`src/rtl/crcf_pkg.sv`:
```
`default_nettype none
package crcf_pkg;

  localparam int unsigned LenW        = 6;
  localparam int unsigned ByteW       = 8;
  localparam int unsigned CrcW        = 16;
  localparam logic [LenW-1:0]  LenMin = 6'd1;
  localparam logic [LenW-1:0]  LenMax = 6'd59;
  localparam logic [CrcW-1:0]  CrcInit = 16'hFFFF;
  localparam logic [CrcW-1:0]  CrcPoly = 16'h1021;
  localparam logic [CrcW-1:0]  SyncWord = 16'hAA55;
  localparam int unsigned FifoDepthDef = 4;

  typedef enum logic [2:0] {
    PH_SYNC0,
    PH_SYNC1,
    PH_LEN,
    PH_DATA,
    PH_CRCLO,
    PH_CRCHI
  } crcf_phase_e;

  // one classified payload word handed from front to back
  typedef struct packed {
    logic [ByteW-1:0] data;
    logic [ByteW-1:0] len_byte;
    logic [CrcW-1:0]  crc;
    logic             first;
    logic             last;
  } crcf_entry_t;

  // crc-16/ccitt-false, one byte msb first
  function automatic logic [CrcW-1:0] crc_feed(input logic [CrcW-1:0] crc_in,
                                               input logic [ByteW-1:0] b);
    logic [CrcW-1:0] c;
    c = crc_in ^ {b, 8'h00};
    for (int k = 0; k < 8; k++) begin
      if (c[CrcW-1]) begin
        c = {c[CrcW-2:0], 1'b0} ^ CrcPoly;
      end else begin
        c = {c[CrcW-2:0], 1'b0};
      end
    end
    return c;
  endfunction

endpackage
`default_nettype wire

```
`src/rtl/crcf_front.sv`:
```
`default_nettype none
module crcf_front
  import crcf_pkg::*;
(
  input  wire logic             clk_i,
  input  wire logic             rst_ni,
  input  wire logic             cfg_we_i,
  input  wire logic [LenW-1:0]  cfg_wdata_i,
  input  wire logic             in_valid_i,
  input  wire logic [ByteW-1:0] in_data_i,
  output logic                  in_ready_o,
  input  wire logic             q_full_i,
  output logic                  q_push_o,
  output crcf_entry_t           q_entry_o
);

  logic [LenW-1:0] payload_length_q;
  logic [LenW-1:0] bytes_seen_q, bytes_seen_d;
  logic [CrcW-1:0] crc_q, crc_d;
  logic [LenW-1:0] eff_len;
  logic [LenW-1:0] count_next;
  logic [CrcW-1:0] crc_new;
  logic            is_last;

  always_comb begin
    eff_len = payload_length_q;
    if (eff_len < LenMin) begin
      eff_len = LenMin;
    end
    if (eff_len > LenMax) begin
      eff_len = LenMax;
    end
  end

  assign in_ready_o = !q_full_i;
  assign q_push_o   = in_valid_i && !q_full_i;
  assign crc_new    = crc_feed(crc_q, in_data_i);
  assign count_next = bytes_seen_q + 6'd1;
  assign is_last    = (count_next >= eff_len);

  always_comb begin
    q_entry_o.data     = in_data_i;
    q_entry_o.len_byte = {2'b00, eff_len} + 8'd2;
    q_entry_o.crc      = crc_new;
    q_entry_o.first    = (bytes_seen_q == '0);
    q_entry_o.last     = is_last;
  end

  always_comb begin
    bytes_seen_d = bytes_seen_q;
    crc_d        = crc_q;
    if (q_push_o) begin
      if (is_last) begin
        bytes_seen_d = '0;
        crc_d        = CrcInit;
      end else begin
        bytes_seen_d = count_next;
        crc_d        = crc_new;
      end
    end
  end

  always_ff @(posedge clk_i or negedge rst_ni) begin
    if (!rst_ni) begin
      payload_length_q <= LenMax;
      bytes_seen_q     <= '0;
      crc_q            <= CrcInit;
    end else begin
      if (cfg_we_i) begin
        payload_length_q <= cfg_wdata_i;
      end
      bytes_seen_q <= bytes_seen_d;
      crc_q        <= crc_d;
    end
  end

endmodule
`default_nettype wire

```
`src/rtl/crcf_fifo.sv`:
```
`default_nettype none
module crcf_fifo
  import crcf_pkg::*;
#(
  parameter int unsigned Depth = FifoDepthDef
) (
  input  wire logic        clk_i,
  input  wire logic        rst_ni,
  input  wire logic        push_i,
  input  wire crcf_entry_t push_entry_i,
  output logic             full_o,
  input  wire logic        pop_i,
  output crcf_entry_t      head_o,
  output logic             empty_o
);

  localparam int unsigned AddrW = (Depth > 1) ? $clog2(Depth) : 1;
  localparam int unsigned CntW  = $clog2(Depth + 1);
  localparam logic [AddrW-1:0] LastAddr = AddrW'(Depth - 1);
  localparam logic [CntW-1:0]  Full     = CntW'(Depth);

  crcf_entry_t      mem_q [Depth];
  logic [AddrW-1:0] wr_ptr_q, rd_ptr_q;
  logic [CntW-1:0]  cnt_q;
  logic             do_push, do_pop;

  assign full_o  = (cnt_q == Full);
  assign empty_o = (cnt_q == '0);
  assign do_push = push_i && !full_o;
  assign do_pop  = pop_i && !empty_o;
  assign head_o  = mem_q[rd_ptr_q];

  always_ff @(posedge clk_i) begin
    if (do_push) begin
      mem_q[wr_ptr_q] <= push_entry_i;
    end
  end

  always_ff @(posedge clk_i or negedge rst_ni) begin
    if (!rst_ni) begin
      wr_ptr_q <= '0;
      rd_ptr_q <= '0;
      cnt_q    <= '0;
    end else begin
      if (do_push) begin
        wr_ptr_q <= (wr_ptr_q == LastAddr) ? '0 : wr_ptr_q + AddrW'(1);
      end
      if (do_pop) begin
        rd_ptr_q <= (rd_ptr_q == LastAddr) ? '0 : rd_ptr_q + AddrW'(1);
      end
      if (do_push && !do_pop) begin
        cnt_q <= cnt_q + CntW'(1);
      end else if (do_pop && !do_push) begin
        cnt_q <= cnt_q - CntW'(1);
      end
    end
  end

endmodule
`default_nettype wire

```
`src/rtl/crcf_back.sv`:
```
`default_nettype none
module crcf_back
  import crcf_pkg::*;
(
  input  wire logic             clk_i,
  input  wire logic             rst_ni,
  input  wire crcf_entry_t      head_i,
  input  wire logic             empty_i,
  output logic                  pop_o,
  output logic                  out_valid_o,
  input  wire logic             out_ready_i,
  output logic [ByteW-1:0]      out_data_o,
  output logic                  out_last_o
);

  crcf_phase_e      phase_q, phase_d, cur, nxt;
  logic             started_q, started_d;
  logic             out_valid_q, out_valid_d;
  logic [ByteW-1:0] out_data_q, out_data_d;
  logic             out_last_q, out_last_d;
  logic             emit, done;
  logic [ByteW-1:0] sel_byte;
  logic             sel_last;

  assign emit = !empty_i && (!out_valid_q || out_ready_i);

  always_comb begin
    cur = started_q ? phase_q : (head_i.first ? PH_SYNC0 : PH_DATA);
    sel_byte = head_i.data;
    sel_last = 1'b0;
    done     = 1'b0;
    nxt      = PH_DATA;
    unique case (cur)
      PH_SYNC0: begin
        sel_byte = SyncWord[15:8];
        nxt      = PH_SYNC1;
      end
      PH_SYNC1: begin
        sel_byte = SyncWord[7:0];
        nxt      = PH_LEN;
      end
      PH_LEN: begin
        sel_byte = head_i.len_byte;
        nxt      = PH_DATA;
      end
      PH_DATA: begin
        sel_byte = head_i.data;
        nxt      = PH_CRCLO;
        done     = !head_i.last;
      end
      PH_CRCLO: begin
        sel_byte = head_i.crc[7:0];
        nxt      = PH_CRCHI;
      end
      PH_CRCHI: begin
        sel_byte = head_i.crc[15:8];
        sel_last = 1'b1;
        done     = 1'b1;
      end
      default: begin
        done = 1'b1;
      end
    endcase
  end

  always_comb begin
    phase_d     = phase_q;
    started_d   = started_q;
    out_valid_d = out_valid_q;
    out_data_d  = out_data_q;
    out_last_d  = out_last_q;
    if (emit) begin
      out_valid_d = 1'b1;
      out_data_d  = sel_byte;
      out_last_d  = sel_last;
      started_d   = !done;
      phase_d     = nxt;
    end else if (out_ready_i) begin
      out_valid_d = 1'b0;
    end
  end

  assign pop_o       = emit && done;
  assign out_valid_o = out_valid_q;
  assign out_data_o  = out_data_q;
  assign out_last_o  = out_last_q;

  always_ff @(posedge clk_i or negedge rst_ni) begin
    if (!rst_ni) begin
      phase_q     <= PH_DATA;
      started_q   <= 1'b0;
      out_valid_q <= 1'b0;
    end else begin
      phase_q     <= phase_d;
      started_q   <= started_d;
      out_valid_q <= out_valid_d;
    end
  end

  always_ff @(posedge clk_i) begin
    out_data_q <= out_data_d;
    out_last_q <= out_last_d;
  end

endmodule
`default_nettype wire

```
`src/rtl/crc16_packet_framer_unit.sv`:
```
// channel   dir  handshake                    payload
// s_axis    in   s_axis_tvalid/s_axis_tready  tdata[7:0] payload_byte
// m_axis    out  m_axis_tvalid/m_axis_tready  tdata[7:0] frame_byte, tlast frame_end
// cfg       in   cfg_we_i (no wait)           cfg_wdata_i[5:0] payload_length
//
// a payload word enters the queue at the edge that accepts it, with its crc updated
// in that cycle, and reaches m_axis from the queue through the back's output register.
// the back emits one word a cycle unless m_axis stalls; the queue absorbs bursts:
// a first word follows sync and length bytes, a closing one precedes crc bytes.
// reset clears the length to 59, the crc to ffff and the queue; no clearing pass.
// a stalled m_axis holds its word; s_axis stalls only when the queue is full.
`default_nettype none
module crc16_packet_framer_unit
  import crcf_pkg::*;
#(
  parameter int unsigned FifoDepth = FifoDepthDef
) (
  input  wire logic             clk_i,
  input  wire logic             rst_ni,
  input  wire logic             cfg_we_i,
  input  wire logic [LenW-1:0]  cfg_wdata_i,
  input  wire logic             s_axis_tvalid,
  output logic                  s_axis_tready,
  input  wire logic [ByteW-1:0] s_axis_tdata,   // [7:0] payload_byte
  output logic                  m_axis_tvalid,
  input  wire logic             m_axis_tready,
  output logic [ByteW-1:0]      m_axis_tdata,   // [7:0] frame_byte
  output logic                  m_axis_tlast    // frame_end
);

  crcf_entry_t push_entry, head;
  logic        push, pop, full, empty;

  crcf_front u_front (
    .clk_i       (clk_i),
    .rst_ni      (rst_ni),
    .cfg_we_i    (cfg_we_i),
    .cfg_wdata_i (cfg_wdata_i),
    .in_valid_i  (s_axis_tvalid),
    .in_data_i   (s_axis_tdata),
    .in_ready_o  (s_axis_tready),
    .q_full_i    (full),
    .q_push_o    (push),
    .q_entry_o   (push_entry)
  );

  crcf_fifo #(
    .Depth (FifoDepth)
  ) u_fifo (
    .clk_i        (clk_i),
    .rst_ni       (rst_ni),
    .push_i       (push),
    .push_entry_i (push_entry),
    .full_o       (full),
    .pop_i        (pop),
    .head_o       (head),
    .empty_o      (empty)
  );

  crcf_back u_back (
    .clk_i       (clk_i),
    .rst_ni      (rst_ni),
    .head_i      (head),
    .empty_i     (empty),
    .pop_o       (pop),
    .out_valid_o (m_axis_tvalid),
    .out_ready_i (m_axis_tready),
    .out_data_o  (m_axis_tdata),
    .out_last_o  (m_axis_tlast)
  );

endmodule
`default_nettype wire

```
`config.mk`:
```
export PLATFORM = sky130hd
export DESIGN_NAME = crc16_packet_framer_unit
export DESIGN_NICKNAME = d
export VERILOG_FILES = /design/src/rtl/crcf_pkg.sv /design/src/rtl/crcf_front.sv /design/src/rtl/crcf_fifo.sv /design/src/rtl/crcf_back.sv /design/src/rtl/crc16_packet_framer_unit.sv
export SDC_FILE = /design/constraint.sdc
export NUM_CORES = 1
export LEC_CHECK = 0
export BUFFER_PORTS_ARGS = -buffer_cell sky130_fd_sc_hd__buf_2
export CAP_MARGIN = 10
export CORE_ASPECT_RATIO = 0.75
export CORE_MARGIN = 5
export CORE_UTILIZATION = 61
export DETAILED_ROUTE_END_ITERATION = 12
export PLACE_DENSITY = 0.85
export SYNTH_ARGS = -nofsm -noshare
export SYNTH_HDL_FRONTEND = slang
export SYNTH_HIERARCHICAL = 1
export SYNTH_SLANG_ARGS = --single-unit
export TNS_END_PERCENT = 30
```
`constraint.sdc`:
```
create_clock -name clk_i -period 4.4 [get_ports clk_i]
set_input_delay 0.88 -clock clk_i [delete_from_list [all_inputs] [get_ports clk_i]]
set_output_delay 0.88 -clock clk_i [all_outputs]
set_load 0.03 [all_outputs]
```
# --- Word-level counts from Yosys, hierarchy flattened ---
# Memories as Yosys holds them, arrays and structs flattened.
# Cells that the tools add are included.
word_totals:
  ff_bits: 49
  ram_bits: 132
  input_bits: 19
  out_inout_bits: 11
  elab_cells: 85
  mem_count: 1
op_classes:
  n_addsub: 6
  order_cmp: 3
  eq_ne: 8
  muxes: 26
  bitwise: 9
  n_reduce_logical: 21
memory_table:
  columns: ["memory", "words", "word_bits", "read_ports", "rd_ports_with_merged_regs", "write_ports", "line", "text"]
  rows:
  - ["u_fifo.mem_q", 4, 33, 1, 0, 1, "crcf_fifo.sv:22", "crcf_entry_t mem_q [Depth];"]
op_table:
  columns: ["cell", "count"]
  rows:
  - ["$mux 13", 8]
  - ["$pmux 8 s5", 1]
  - ["$not 3->3", 8]
  - ["$mux 6", 3]
  - ["$mux 16", 1]
  - ["$xor 16x16->16", 1]
  - ["$pmux 3 s4", 1]
  - ["$eq 3x3->1 const B", 3]
  - ["$mux 3", 3]
  - ["$add 6x2->7 const B", 1]
  - ["$logic_and 1x1->1", 7]
  - ["$logic_not 1->1", 7]
  - ["$add 6x1->6 const B", 1]
  - ["$eq 3x2->1 const B", 2]
  - ["$ge 6x6->1", 1]
  - ["$gt 6x6->1 const B", 1]
  - ["$logic_not 3->1", 2]
  - ["$logic_not 6->1", 1]
  - ["$lt 6x1->1 const B", 1]
  - ["$mux 2", 3]
  - ["$mux 1", 5]
  - ["$add 2x1->2 const B", 2]
  - ["$eq 2x2->1 const B", 2]
  - ["$reduce_bool 2->1", 2]
  - ["6 further kinds", 6]

# --- Longest topological paths before layout ---
# Gate-level depths: netlist (run 1).
depth:
  depth_word: 18
  mapped_depth: 14
  ltp_nobuf: 12

# --- Cells and area by module ---
# Netlist (run 1), hierarchy kept.
by_module_without_submodules:
  columns: ["mod", "n_inst", "cells_per_inst", "area_each_um2", "seq_area_each_um2"]
  rows:
  - ["crcf_fifo", 1, 215, 5346.4, 4259.1]
  - ["crcf_front", 1, 164, 1762.9, 726.9]
  - ["crcf_back", 1, 100, 910.9, 397.9]

# --- Worst setup path before layout (run 1) ---
# No wires, ideal clock.
synth_timing:
  path_kind: "input-to-reg"
  from: "input port s_axis_tvalid"
  to: "memory u_fifo/mem_q[0][0] in the netlist's numbering, enable pin"
  setup_ns: 0.394
  t_arrival_ns: 2.570
  required_ns: 4.006
  path_slack_ns: 1.435
  stages: 6
  n_path_buf: 2
  path_cell_list: "nand2_1 inv_1 clkbuf_1 nor2b_1 buf_2 and2_1"
synth_via:
  elab_chain_len: 4
synth_rtl:
  columns: ["item", "line", "text"]
  rows:
  - ["start: declaration", "crc16_packet_framer_unit.sv:22", "input wire logic s_axis_tvalid,"]
  - ["$logic_and 1x1->1", "crcf_front.sv:36", "assign q_push_o = in_valid_i && !q_full_i;"]
  - ["via push", "crc16_packet_framer_unit.sv:32", "logic push, pop, full, empty;"]
  - ["$logic_and 1x1->1", "crcf_fifo.sv:29", "assign do_push = push_i && !full_o;"]
  - ["via u_fifo.do_push", "crcf_fifo.sv:25", "logic do_push, do_pop;"]
  - ["$mux 1", "crcf_fifo.sv:34", "if (do_push) begin"]
  - ["$mux 1 (not written as such)", "crcf_fifo.sv:35", "mem_q[wr_ptr_q] <= push_entry_i;"]
  - ["end: declaration", "crcf_fifo.sv:22", null]
# The timed path passes the listed nets, and every way through them passes these cells.

# --- Final worst setup path (run 1) ---
layout_timing:
  from: "register u_fifo.cnt_q[2]"
  to: "register u_fifo.cnt_q[2]"
layout_via:
  word_cells_on_any_way: 18
  classes_between: "2 x add/sub; 1 x eq/ne; 2 x mux; 13 x reduce/logical"
layout_lines:
  columns: ["item", "line", "text"]
  rows:
  - ["start: declaration", "crcf_fifo.sv:24", "logic [CntW-1:0] cnt_q;"]
  - ["start signal: assignment", "crcf_fifo.sv:52", "cnt_q <= cnt_q + CntW'(1);"]
  - ["start signal: assignment", "crcf_fifo.sv:54", "cnt_q <= cnt_q - CntW'(1);"]
  - ["$eq 3x3->1 *", "crcf_fifo.sv:27", "assign full_o = (cnt_q == Full);"]
  - ["via full", "crc16_packet_framer_unit.sv:32", null]
  - ["$logic_not 1->1 *", "crcf_front.sv:36", null]
  - ["$logic_and 1x1->1 *", "crcf_front.sv:36", null]
  - ["via push", "crc16_packet_framer_unit.sv:32", null]
  - ["$logic_and 1x1->1 *", "crcf_fifo.sv:29", null]
  - ["$logic_not 1->1", "crcf_fifo.sv:53", "end else if (do_pop && !do_push) begin"]
  - ["$logic_and 1x1->1", "crcf_fifo.sv:53", null]
  - ["$reduce_bool 2->1 (no line)", null, null]
# The timed path passes the listed nets; every way through them passes the cells marked *. The select of a mux whose other input is x is not followed.
# A chain may end at the register's enable or synchronous reset.

==> results.json, run 1 <==
{
  "status": "complete, no violations",
  "critical_path.slowest_cell": "nor2b_1",
  "die_height_um": 109,
  "synth_top_area_frac": 0.543,
  "postCtsHoldBufs": 0,
  "num-nets-final": 540,
  "syn_to_final_growth_pct": 10.0,
  "drtIter0Drc": 609,
  "clkTransAtPathRegs_ps": 70,
  "fin_worst_skew_ps": 12.1,
  "antenna_found_initial": 1,
  "core_area_sq_um": 12900,
  "hp-class": "reg2reg",
  "grt_pass1_vias": 4284,
  "dieArea_sq_um": 15600,
  "maxCapViolations": 0,
  "synthFlopType": "edfxtp_1",
  "cp-start-kind": "flip-flop",
  "tns_ps": 0,
  "syn_avg_cell_area_sq_um": 16.7,
  "overflow": 0,
  "num_vias": 4326,
  "slew_violations": 0,
  "rsz0062_at_grt": "false",
  "worstSetupPathType": "reg2reg",
  "yosysWarnings": 6,
  "cp_slowest_stage_delay_ps": 500,
  "grtUsageTotal": 0.222,
  "clk_latency_ps": 430,
  "cts.sink_count": 185,
  "synthCells": 479,
  "fp.dieW_um": 142,
  "cts_root_buffer": "clkbuf_16",
  "place_congestion": 0.864,
  "cts_setup_buffers": 0,
  "netlist_area_sq_um": 8020,
  "period_needed_ps": 2990,
  "period_share": 0.679,
  "antenna_left": 0,
  "cts_tree": "done",
  "detail_route.first_pass.iterations": 5,
  "finalHoldViolCount": 0,
  "crit_family": "simple AND/OR/NAND/NOR gates",
  "power.density_nw_per_um2": 827,
  "synth_top_cell_by_area": "edfxtp_1",
  "critPathArrivalTime_ps": 3340,
  "synth-edff-count": 145,
  "synth_most_common_cell": "edfxtp_1",
  "grt_pass1_wl_um": 24800,
  "synthTopCellsByCount": "145 x edfxtp_1, 34 x mux4_2, 25 x nand2_1",
  "max_freq_mhz": 335,
  "path_cells": "nor3b_2, inv_1, nand2_1, inv_1, buf_4, nor2b_1, ha_1, inv_1, fa_1, xor2_1, nor2_1, xor2_1",
  "ir_drop_v": 0.000543,
  "cp.buffers_inverters": 4,
  "ys_seq_area_frac": 0.671,
  "hpwl_um": 10400,
  "clk_path_buf_depth": 2,
  "grt_max_degree": 41,
  "critical_path.max_fanout": 21,
  "yosys-top-cells-area": "edfxtp_1 54%, mux4_2 9.5%, dfstp_2 7.5%, dfrtp_1 5.3%, ha_1 2.3%",
  "cpMostUsedCell": "inv_1",
  "p_leak_nw": 3.15,
  "numCtsBuffers": 17,
  "final-setup-viol-count": 0,
  "start_util": 0.620,
  "worstMarginPinSlew_ps": 1040,
  "via_per_inst": 6.27,
  "remaining_drc_errors": 0,
  "cts-resized-gates": 0,
  "io_buffers": 29,
  "worst_setup_path_end_kind": "flip-flop",
  "relSlewSlack": 0.302,
  "fin_util": 0.683,
  "synth-seq-cells": 185,
  "finalWirelength_um": 16100,
  "rows": 36,
  "drive_above_1_share": 0.301,
  "yosysUniqueCellTypes": 53,
  "crit_required_ps": 4760,
  "ios": 30,
  "htree_levels": 4,
  "async_flop_share": 0.216,
  "drt-wirelength-per-cell_um": 23.4
}
[sequential cells by signal, indices dropped and copies added, names as in the netlist]
name / flops
u_front/payload_length_q: 6
u_front/crc_q: 16
u_back/out_data_o: 8
u_fifo/rd_ptr_q: 2
u_back/out_valid_o: 1
u_back/started_q: 1
u_fifo/cnt_q: 3
u_back/phase_q: 3
u_front/bytes_seen_q: 6
u_fifo/wr_ptr_q: 2
u_fifo/mem_q: 136
u_back/out_last_o: 1
[cell type report]
cell class                 count  area (sq um)
clock buffer                  17           425
multi-input combinational    241          2350
tap                          171           214
inverter                      23          86.3
sequential                   185          5390
timing repair buffer          37           205
antenna                        1          2.50
fill                         804          4100
clock inverter                15           156
[cell families (layout without fill, tap and decap cells)]
group,after synthesis,in the layout,share of synthesized area
compound gates,77,77,0.0669
other cells,1,3,0.000468
flops,185,185,0.671
fa+ha+maj,16,16,0.0259
simple gates,70,70,0.0451
buf+inv,54,92,0.0363
mux,42,42,0.107
xor+xnor,34,34,0.0465
[final timing paths]
| path | start | to | slack (ps) | cells past startpoint |
|---|---|---|---|---|
| min in group asynchronous | rst_ni | u_front/payload_length_q[2]$_DFFE_PN0P_ | 620 | 1 |
| max in group asynchronous | rst_ni | u_fifo/rd_ptr_q[0]$_DFFE_PN0P_ | 3080 | 1 |
| max | u_fifo/cnt_q[2]$_DFFE_PN0P_ | u_fifo/cnt_q[2]$_DFFE_PN0P_ | 1410 | 12 |
| max reg2reg | u_fifo/cnt_q[2]$_DFFE_PN0P_ | u_fifo/cnt_q[2]$_DFFE_PN0P_ | 1410 | 12 |
| min reg2reg | u_fifo/cnt_q[2]$_DFFE_PN0P_ | u_fifo/cnt_q[2]$_DFFE_PN0P_ | 560 | 1 |
| min | u_fifo/cnt_q[2]$_DFFE_PN0P_ | u_fifo/cnt_q[2]$_DFFE_PN0P_ | 560 | 1 |
[layer usage]
metal / up-vias / share of wire / track usage
met5: - / 0 / 0
met1: 2206 / 0.42 / 0.324
li1: 1870 / - / -
met3: 29 / 0.078 / 0.0487
met2: 221 / 0.48 / 0.335
met4: 0 / 0.023 / 0.0855
[stage by stage]
stage | hold slack, ps | setup WS (ps) | cells | total power [W] | instance area [sq um]
3_3_place_gp | 511 | 1380 | 657 | 0.00561 | 8240
5_1_grt | 583 | 1170 | 690 | 0.00766 | 8820
4_1_cts | 557 | 1410 | 689 | 0.00730 | 8820
6_report | 561 | 1410 | 690 | 0.00729 | 8820
3_5_place_dp | 538 | 1230 | 657 | 0.00579 | 8240
2_1_floorplan | 492 | 1440 | 480 | 0.00503 | 8020
[placed cells by master, fill, tap and decap left out, types with 3 or more instances in the layout]
cell type	n
o22ai_1	5
nand3_1	6
a21oi_1	21
xnor2_2	8
clkbuf_16	17
xnor2_1	11
o22a_1	14
dfstp_2	23
nor2b_1	3
a31oi_1	6
inv_6	6
and2_1	6
a22o_1	4
nor3b_2	3
xor2_1	13
nand2_1	25
ha_1	15
buf_4	8
nand2b_1	3
buf_2	29
nor3_1	3
edfxtp_1	145
nor2_1	12
inv_1	23
dfrtp_1	16
o21ai_0	12
mux2_2	5
mux4_2	34
[report_power, final]
part / total [W] / internal, W / leakage [nW] / switching, W
Combinational: 0.00267 / 0.00105 / 1.09 / 0.00162
Clock: 0.00148 / 0.000803 / 0.286 / 0.000681
Sequential: 0.00314 / 0.00281 / 1.78 / 0.000323
Total: 0.00729 / 0.00467 / 3.15 / 0.00262
(Power assumes the default switching activity.)
==> run 2, diff against run 1 <==
--- a/config.mk
+++ b/config.mk
@@ -5,13 +5,14 @@
 export SDC_FILE = /design/constraint.sdc
 export NUM_CORES = 1
 export LEC_CHECK = 0
+export ABC_AREA = 1
 export BUFFER_PORTS_ARGS = -buffer_cell sky130_fd_sc_hd__buf_2
 export CAP_MARGIN = 10
 export CORE_ASPECT_RATIO = 0.75
 export CORE_MARGIN = 5
-export CORE_UTILIZATION = 61
+export CORE_UTILIZATION = 56
 export DETAILED_ROUTE_END_ITERATION = 12
-export PLACE_DENSITY = 0.85
+export PLACE_DENSITY = 0.82
 export SYNTH_ARGS = -nofsm -noshare
 export SYNTH_HDL_FRONTEND = slang
 export SYNTH_HIERARCHICAL = 1
==> constraint.sdc (replaced) <==
create_clock -name clk_i -period 2.4 [get_ports clk_i]
set_input_delay 0.48 -clock clk_i [delete_from_list [all_inputs] [get_ports clk_i]]
set_output_delay 0.48 -clock clk_i [all_outputs]
set_load 0.03 [all_outputs]
==> results.json, run 2 <==
{
  "status": "complete, no violations",
  "ff_latch_area_sq_um": 5390,
  "synth_top_area_frac": 0.494,
  "place_congestion": 0.922,
  "p_leak_nw": 4.22,
  "r2r_slack_ps": 50,
  "crit_required_ps": 2720,
  "finalHoldViolCount": 0,
  "r2r-start": "u_fifo/rd_ptr_q[0]$_DFFE_PN0P_",
  "dpl_cell_area_sq_um": 9210,
  "antennaDiodeCount": 0,
  "highest-signal-layer": "met4",
  "drt-wirelength-per-cell_um": 16.0,
  "worstSetupPathType": "reg2reg",
  "grtUsageTotal": 0.204,
  "ios": 30,
  "critical_path.max_fanout": 8,
  "wl_met3_um": 1450,
  "synth_most_common_cell": "nand2_1",
  "yosys-top-cells-area": "edfxtp_1 49%, nand2_1 10%, dfstp_2 6.9%, o211ai_1 5.8%, inv_1 5.5%",
  "synthFlopType": "edfxtp_1",
  "drtIter0Drc": 549,
  "postCtsHoldBufs": 0,
  "power.density_nw_per_um2": 1350,
  "io_buffers": 29,
  "largest_reg_flops": 136,
  "synth-seq-cells": 185,
  "power_w": 0.0132,
  "via_per_inst": 5.28,
  "critPathArrivalTime_ps": 2670,
  "start_util": 0.575,
  "wl_met2_um": 8140,
  "period_needed_ps": 2350,
  "swShare": 0.398,
  "dieArea_sq_um": 18400,
  "slew_violations": 0,
  "drive_above_1_share": 0.167,
  "fillCellCount": 1176,
  "cp-start-kind": "flip-flop",
  "maxCapViolations": 0,
  "overflow": 0,
  "async_flop_share": 0.216,
  "combPwrFrac": 0.405,
  "p_clk_frac": 0.194,
  "grt_pass1_wl_um": 28600,
  "synthCells": 876,
  "die_height_um": 119,
  "p_seq_frac": 0.401,
  "fp.dieW_um": 155,
  "top_register": "u_fifo/mem_q",
  "m1WireLength_um": 8230,
  "switchingPower_w": 0.00526,
  "clk_path_buf_depth": 2,
  "syn_to_final_growth_pct": 11.3,
  "synthTopCellsByCount": "244 x nand2_1, 145 x edfxtp_1, 130 x inv_1",
  "core_area_sq_um": 15300,
  "remaining_drc_errors": 0,
  "relSlewSlack": 0.582,
  "rows": 39,
  "finalWirelength_um": 18100,
  "syn_avg_cell_area_sq_um": 10.1,
  "numCtsBuffers": 17,
  "tns_ps": 0,
  "max_freq_mhz": 425,
  "final_common_cell": "nand2_1",
  "rr_worst_depth": 14,
  "netlist_area_sq_um": 8810,
  "clk_latency_ps": 430,
  "hpwl_um": 11900,
  "grt_pass1_vias": 5623,
  "cts.sink_count": 185,
  "antenna_found_initial": 0,
  "most-common-layout-cells": "242 x nand2_1, 145 x edfxtp_1, 129 x inv_1",
  "final-setup-viol-count": 0,
  "yosysWarnings": 6,
  "rsz0062_at_grt": "true",
  "multi_input_area_sq_um": 2690,
  "period_share": 0.980,
  "grt_max_degree": 87,
  "cts_root_buffer": "clkbuf_16",
  "final_cell_area_sq_um": 9800,
  "worst_setup_path_end_kind": "flip-flop",
  "fin_util": 0.640,
  "synth_top_cell_by_area": "edfxtp_1",
  "antenna_left": 0,
  "worstMarginPinSlew_ps": 622,
  "cell_internal_pwr_w": 0.00797,
  "yosysUniqueCellTypes": 37,
  "ys_seq_area_frac": 0.611,
  "num_vias": 5956,
  "detail_route.first_pass.iterations": 5,
  "clkTransAtPathRegs_ps": 60,
  "cts_tree": "done",
  "fin_worst_skew_ps": 9.68,
  "ir_drop_v": 0.000597,
  "hp-class": "in2async",
  "num-nets-final": 946,
  "synth-edff-count": 145,
  "htree_levels": 4,
  "r2r_end": "u_fifo/cnt_q[1]$_DFFE_PN0P_"
}
run 2: changes by cell type after synthesis, moves of 18 or more:
cell	previous run	this run
mux4_2	34	0
o211ai_1	1	68
a21oi_1	21	3
nand3_1	6	38
nor2_1	12	66
inv_1	23	130
nand2_1	25	244
run 2: worst max-delay path by stage:
stage	from	endpoint
2_1_floorplan	u_fifo/rd_ptr_q[0]$_DFFE_PN0P_	u_fifo/cnt_q[2]$_DFFE_PN0P_
3_3_place_gp	u_fifo/rd_ptr_q[0]$_DFFE_PN0P_	u_fifo/cnt_q[1]$_DFFE_PN0P_
3_5_place_dp	u_fifo/rd_ptr_q[0]$_DFFE_PN0P_	u_fifo/cnt_q[1]$_DFFE_PN0P_
4_1_cts	u_fifo/rd_ptr_q[0]$_DFFE_PN0P_	u_fifo/cnt_q[1]$_DFFE_PN0P_
5_1_grt	u_fifo/rd_ptr_q[0]$_DFFE_PN0P_	u_fifo/cnt_q[1]$_DFFE_PN0P_
6_report	u_fifo/rd_ptr_q[0]$_DFFE_PN0P_	u_fifo/cnt_q[1]$_DFFE_PN0P_
run 2: area by class of cell:
| type | count | area share |
|---|---|---|
| clock inverters | 13 | 0.0106 |
| flip-flops and latches | 185 | 0.550 |
| clock buffers | 18 | 0.0438 |
| well taps | 205 | 0.0262 |
| inverters | 139 | 0.0535 |
| repair buffers | 57 | 0.0418 |
| multi-input cells | 511 | 0.274 |
run 2: per-stage QoR:
step	std cells	setup slack (ps)	hold WS, ps
floorplan	877	-85.5	184
global placement	1093	110	478
detailed placement	1093	7.65	493
CTS	1126	11.7	55.6
global route	1128	-80.7	82.0
finish	1128	47.3	56.5
run 2: kinds of logic after synthesis:
group,after synthesis,share of synthesized area
AND/OR/NAND/NOR,393,0.191
XOR/XNOR,10,0.00995
adder cells (fa/ha/maj),16,0.0236
other,1,0.000426
AO/OA/AOI/OAI,90,0.0730
buffers and inverters,181,0.0908
flip-flops,185,0.611
run 2: power by group through the flow:
stage	logic [W]	clock network, W	registers, W
6_report	0.00536	0.00257	0.00530
5_1_grt	0.00596	0.00277	0.00539
4_1_cts	0.00526	0.00261	0.00529
3_5_place_dp	0.00518	0	0.00535
3_3_place_gp	0.00500	0	0.00532
2_1_floorplan	0.00369	0	0.00542
run 2: timing repair:
item | CTS | global route
endpoints found under the setup margin | 1 | 17
pin swaps | 0 | 9
buffers inserted | 2 | 2
gates resized for setup | 0 | 9
run 2: critical path, stage by stage, from the launching register on:
cell,delay (ps)
dfrtp_4,520
o211ai_1,190
nand2_1,80
nand2_1,90
and2_4,140
nand3b_1,60
nand2_1,80
nand2_1,70
nor2_2,130
nand2_2,100
ha_4,180
inv_2,60
fa_2,420
nand2_1,60
o21ai_1,60
run 2: routing by layer:
metal	up-vias	global-route usage
met3	21	0.0508
met2	186	0.306
met5	-	0
met1	2803	0.297
met4	0	0.0552
li1	2946	-
==> run 3, diff against run 2 <==
--- a/config.mk
+++ b/config.mk
@@ -12,7 +12,8 @@
 export CORE_MARGIN = 5
 export CORE_UTILIZATION = 56
 export DETAILED_ROUTE_END_ITERATION = 12
-export PLACE_DENSITY = 0.82
+export PLACE_DENSITY = 0.76
+export REMOVE_ABC_BUFFERS = 1
 export SYNTH_ARGS = -nofsm -noshare
 export SYNTH_HDL_FRONTEND = slang
 export SYNTH_HIERARCHICAL = 1
==> results.json, run 3 (same netlist as run 2, synthesis figures left out) <==
{
  "period_needed_ps": 2350,
  "grt_pass1_wl_um": 28800,
  "dieArea_sq_um": 18400,
  "period_share": 0.980,
  "most-common-layout-cells": "242 x nand2_1, 145 x edfxtp_1, 129 x inv_1",
  "hp-class": "in2async",
  "p_leak_nw": 4.21,
  "largest_reg_flops": 136,
  "start_util": 0.575,
  "rr_worst_depth": 17,
  "power_w": 0.0132,
  "fin_worst_skew_ps": 12.1,
  "drt-wirelength-per-cell_um": 16.0,
  "drive_above_1_share": 0.169,
  "final-setup-viol-count": 0,
  "numCtsBuffers": 17,
  "finalHoldViolCount": 0,
  "worstSetupPathType": "reg2reg",
  "relSlewSlack": 0.469,
  "overflow": 0,
  "htree_levels": 4,
  "combPwrFrac": 0.407,
  "num-nets-final": 947,
  "rsz0062_at_grt": "true",
  "worstMarginPinSlew_ps": 796,
  "critical_path.max_fanout": 7,
  "slew_violations": 0,
  "fin_util": 0.641,
  "ios": 30,
  "hpwl_um": 11700,
  "place_congestion": 0.867,
  "cts_tree": "done",
  "crit_required_ps": 2730,
  "die_height_um": 119,
  "grtUsageTotal": 0.200,
  "final_common_cell": "nand2_1",
  "max_freq_mhz": 425,
  "grt_pass1_vias": 5596,
  "finalWirelength_um": 18100,
  "drtIter0Drc": 543,
  "cts.sink_count": 185,
  "antennaDiodeCount": 0,
  "clkTransAtPathRegs_ps": 70,
  "remaining_drc_errors": 0,
  "clk_latency_ps": 430,
  "fp.dieW_um": 155,
  "postCtsHoldBufs": 0,
  "antenna_left": 0,
  "swShare": 0.400,
  "syn_to_final_growth_pct": 11.6,
  "rows": 39,
  "io_buffers": 29,
  "power.density_nw_per_um2": 1350,
  "worst_setup_path_end_kind": "flip-flop",
  "status": "complete, no violations",
  "r2r-start": "u_fifo/rd_ptr_q[0]$_DFFE_PN0P_",
  "top_register": "u_fifo/mem_q",
  "detail_route.first_pass.iterations": 6,
  "core_area_sq_um": 15300,
  "maxCapViolations": 0,
  "r2r_slack_ps": 50,
  "grt_max_degree": 53,
  "fillCellCount": 1162,
  "cell_internal_pwr_w": 0.00794,
  "tns_ps": 0,
  "p_seq_frac": 0.400,
  "p_clk_frac": 0.192,
  "clk_path_buf_depth": 2,
  "switchingPower_w": 0.00529,
  "num_vias": 5912,
  "ir_drop_v": 0.000702,
  "r2r_end": "u_fifo/cnt_q[2]$_DFFE_PN0P_",
  "critPathArrivalTime_ps": 2680,
  "cp-start-kind": "flip-flop",
  "antenna_found_initial": 0,
  "via_per_inst": 5.23,
  "cts_root_buffer": "clkbuf_16"
}
## run 3: per-stage QoR
| stage | instances | worst slack (ps) | hold slack, ps | area (sq um) |
|---|---|---|---|---|
| floorplan | 835 | -2000 | 184 | 8530 |
| global placement | 1093 | 63.4 | 495 | 9200 |
| detailed placement | 1093 | -19.8 | 497 | 9200 |
| CTS | 1127 | 10.3 | 152 | 9750 |
| global route | 1130 | -142 | 200 | 9830 |
| finish | 1130 | 47.4 | 140 | 9830 |
## run 3: critical path, cell delays in order, from the launching register on
cell	delay, ps
dfrtp_4	520
nand2_1	80
o211ai_1	80
nand2_1	70
nand2_1	60
and2_4	140
nand3b_1	70
nand2_1	70
nand2_1	80
nor2_2	50
nand2_2	100
ha_4	160
inv_4	40
fa_1	400
nand2_1	110
nand3_1	100
nand2_1	80
nand2_1	50
## run 3: how the worst max path moves through the flow
stage | start | to | cells after the start
floorplan | u_fifo/rd_ptr_q[0]$_DFFE_PN0P_ | u_fifo/cnt_q[1]$_DFFE_PN0P_ | 15
global placement | u_fifo/rd_ptr_q[0]$_DFFE_PN0P_ | u_fifo/cnt_q[1]$_DFFE_PN0P_ | 14
detailed placement | u_fifo/rd_ptr_q[0]$_DFFE_PN0P_ | u_fifo/cnt_q[1]$_DFFE_PN0P_ | 14
CTS | u_fifo/rd_ptr_q[0]$_DFFE_PN0P_ | u_fifo/cnt_q[1]$_DFFE_PN0P_ | 14
global route | u_fifo/rd_ptr_q[0]$_DFFE_PN0P_ | u_fifo/cnt_q[2]$_DFFE_PN0P_ | 17
finish | u_fifo/rd_ptr_q[0]$_DFFE_PN0P_ | u_fifo/cnt_q[2]$_DFFE_PN0P_ | 17
## run 3: timing repair
action,4_1_cts,5_1_grt
endpoints found under the setup margin,1,23
resized for setup,0,14
cloned,0,2
buffers inserted,2,1
pin swaps,0,14
## run 3: area by class of cell
type,count,area (sq um),area share
clock buffer,21,450,0.0458
clock inverter,11,88.8,0.00904
inverter,139,524,0.0533
multi-input combinational,513,2720,0.276
sequential,185,5390,0.549
tap,205,256,0.0261
timing repair buffer,56,402,0.0409
## run 3: power by group through the flow
stage / registers [W] / clock network [W] / logic (W)
global route: 0.00539 / 0.00273 / 0.00601
global placement: 0.00532 / 0 / 0.00501
finish: 0.00530 / 0.00255 / 0.00538
CTS: 0.00529 / 0.00260 / 0.00518
floorplan: 0.00571 / 0 / 0.00305
detailed placement: 0.00535 / 0 / 0.00512
## run 3: layer usage
layer / global-route usage / up-vias / wire length (um) / part of all wire
met1: 0.298 / 2780 / 8650 / 0.48
li1: - / 2943 / - / -
met3: 0.0424 / 16 / 1230 / 0.068
met2: 0.297 / 173 / 8020 / 0.44
met4: 0.0596 / 0 / 176 / 0.0097
met5: 0 / - / 0 / 0
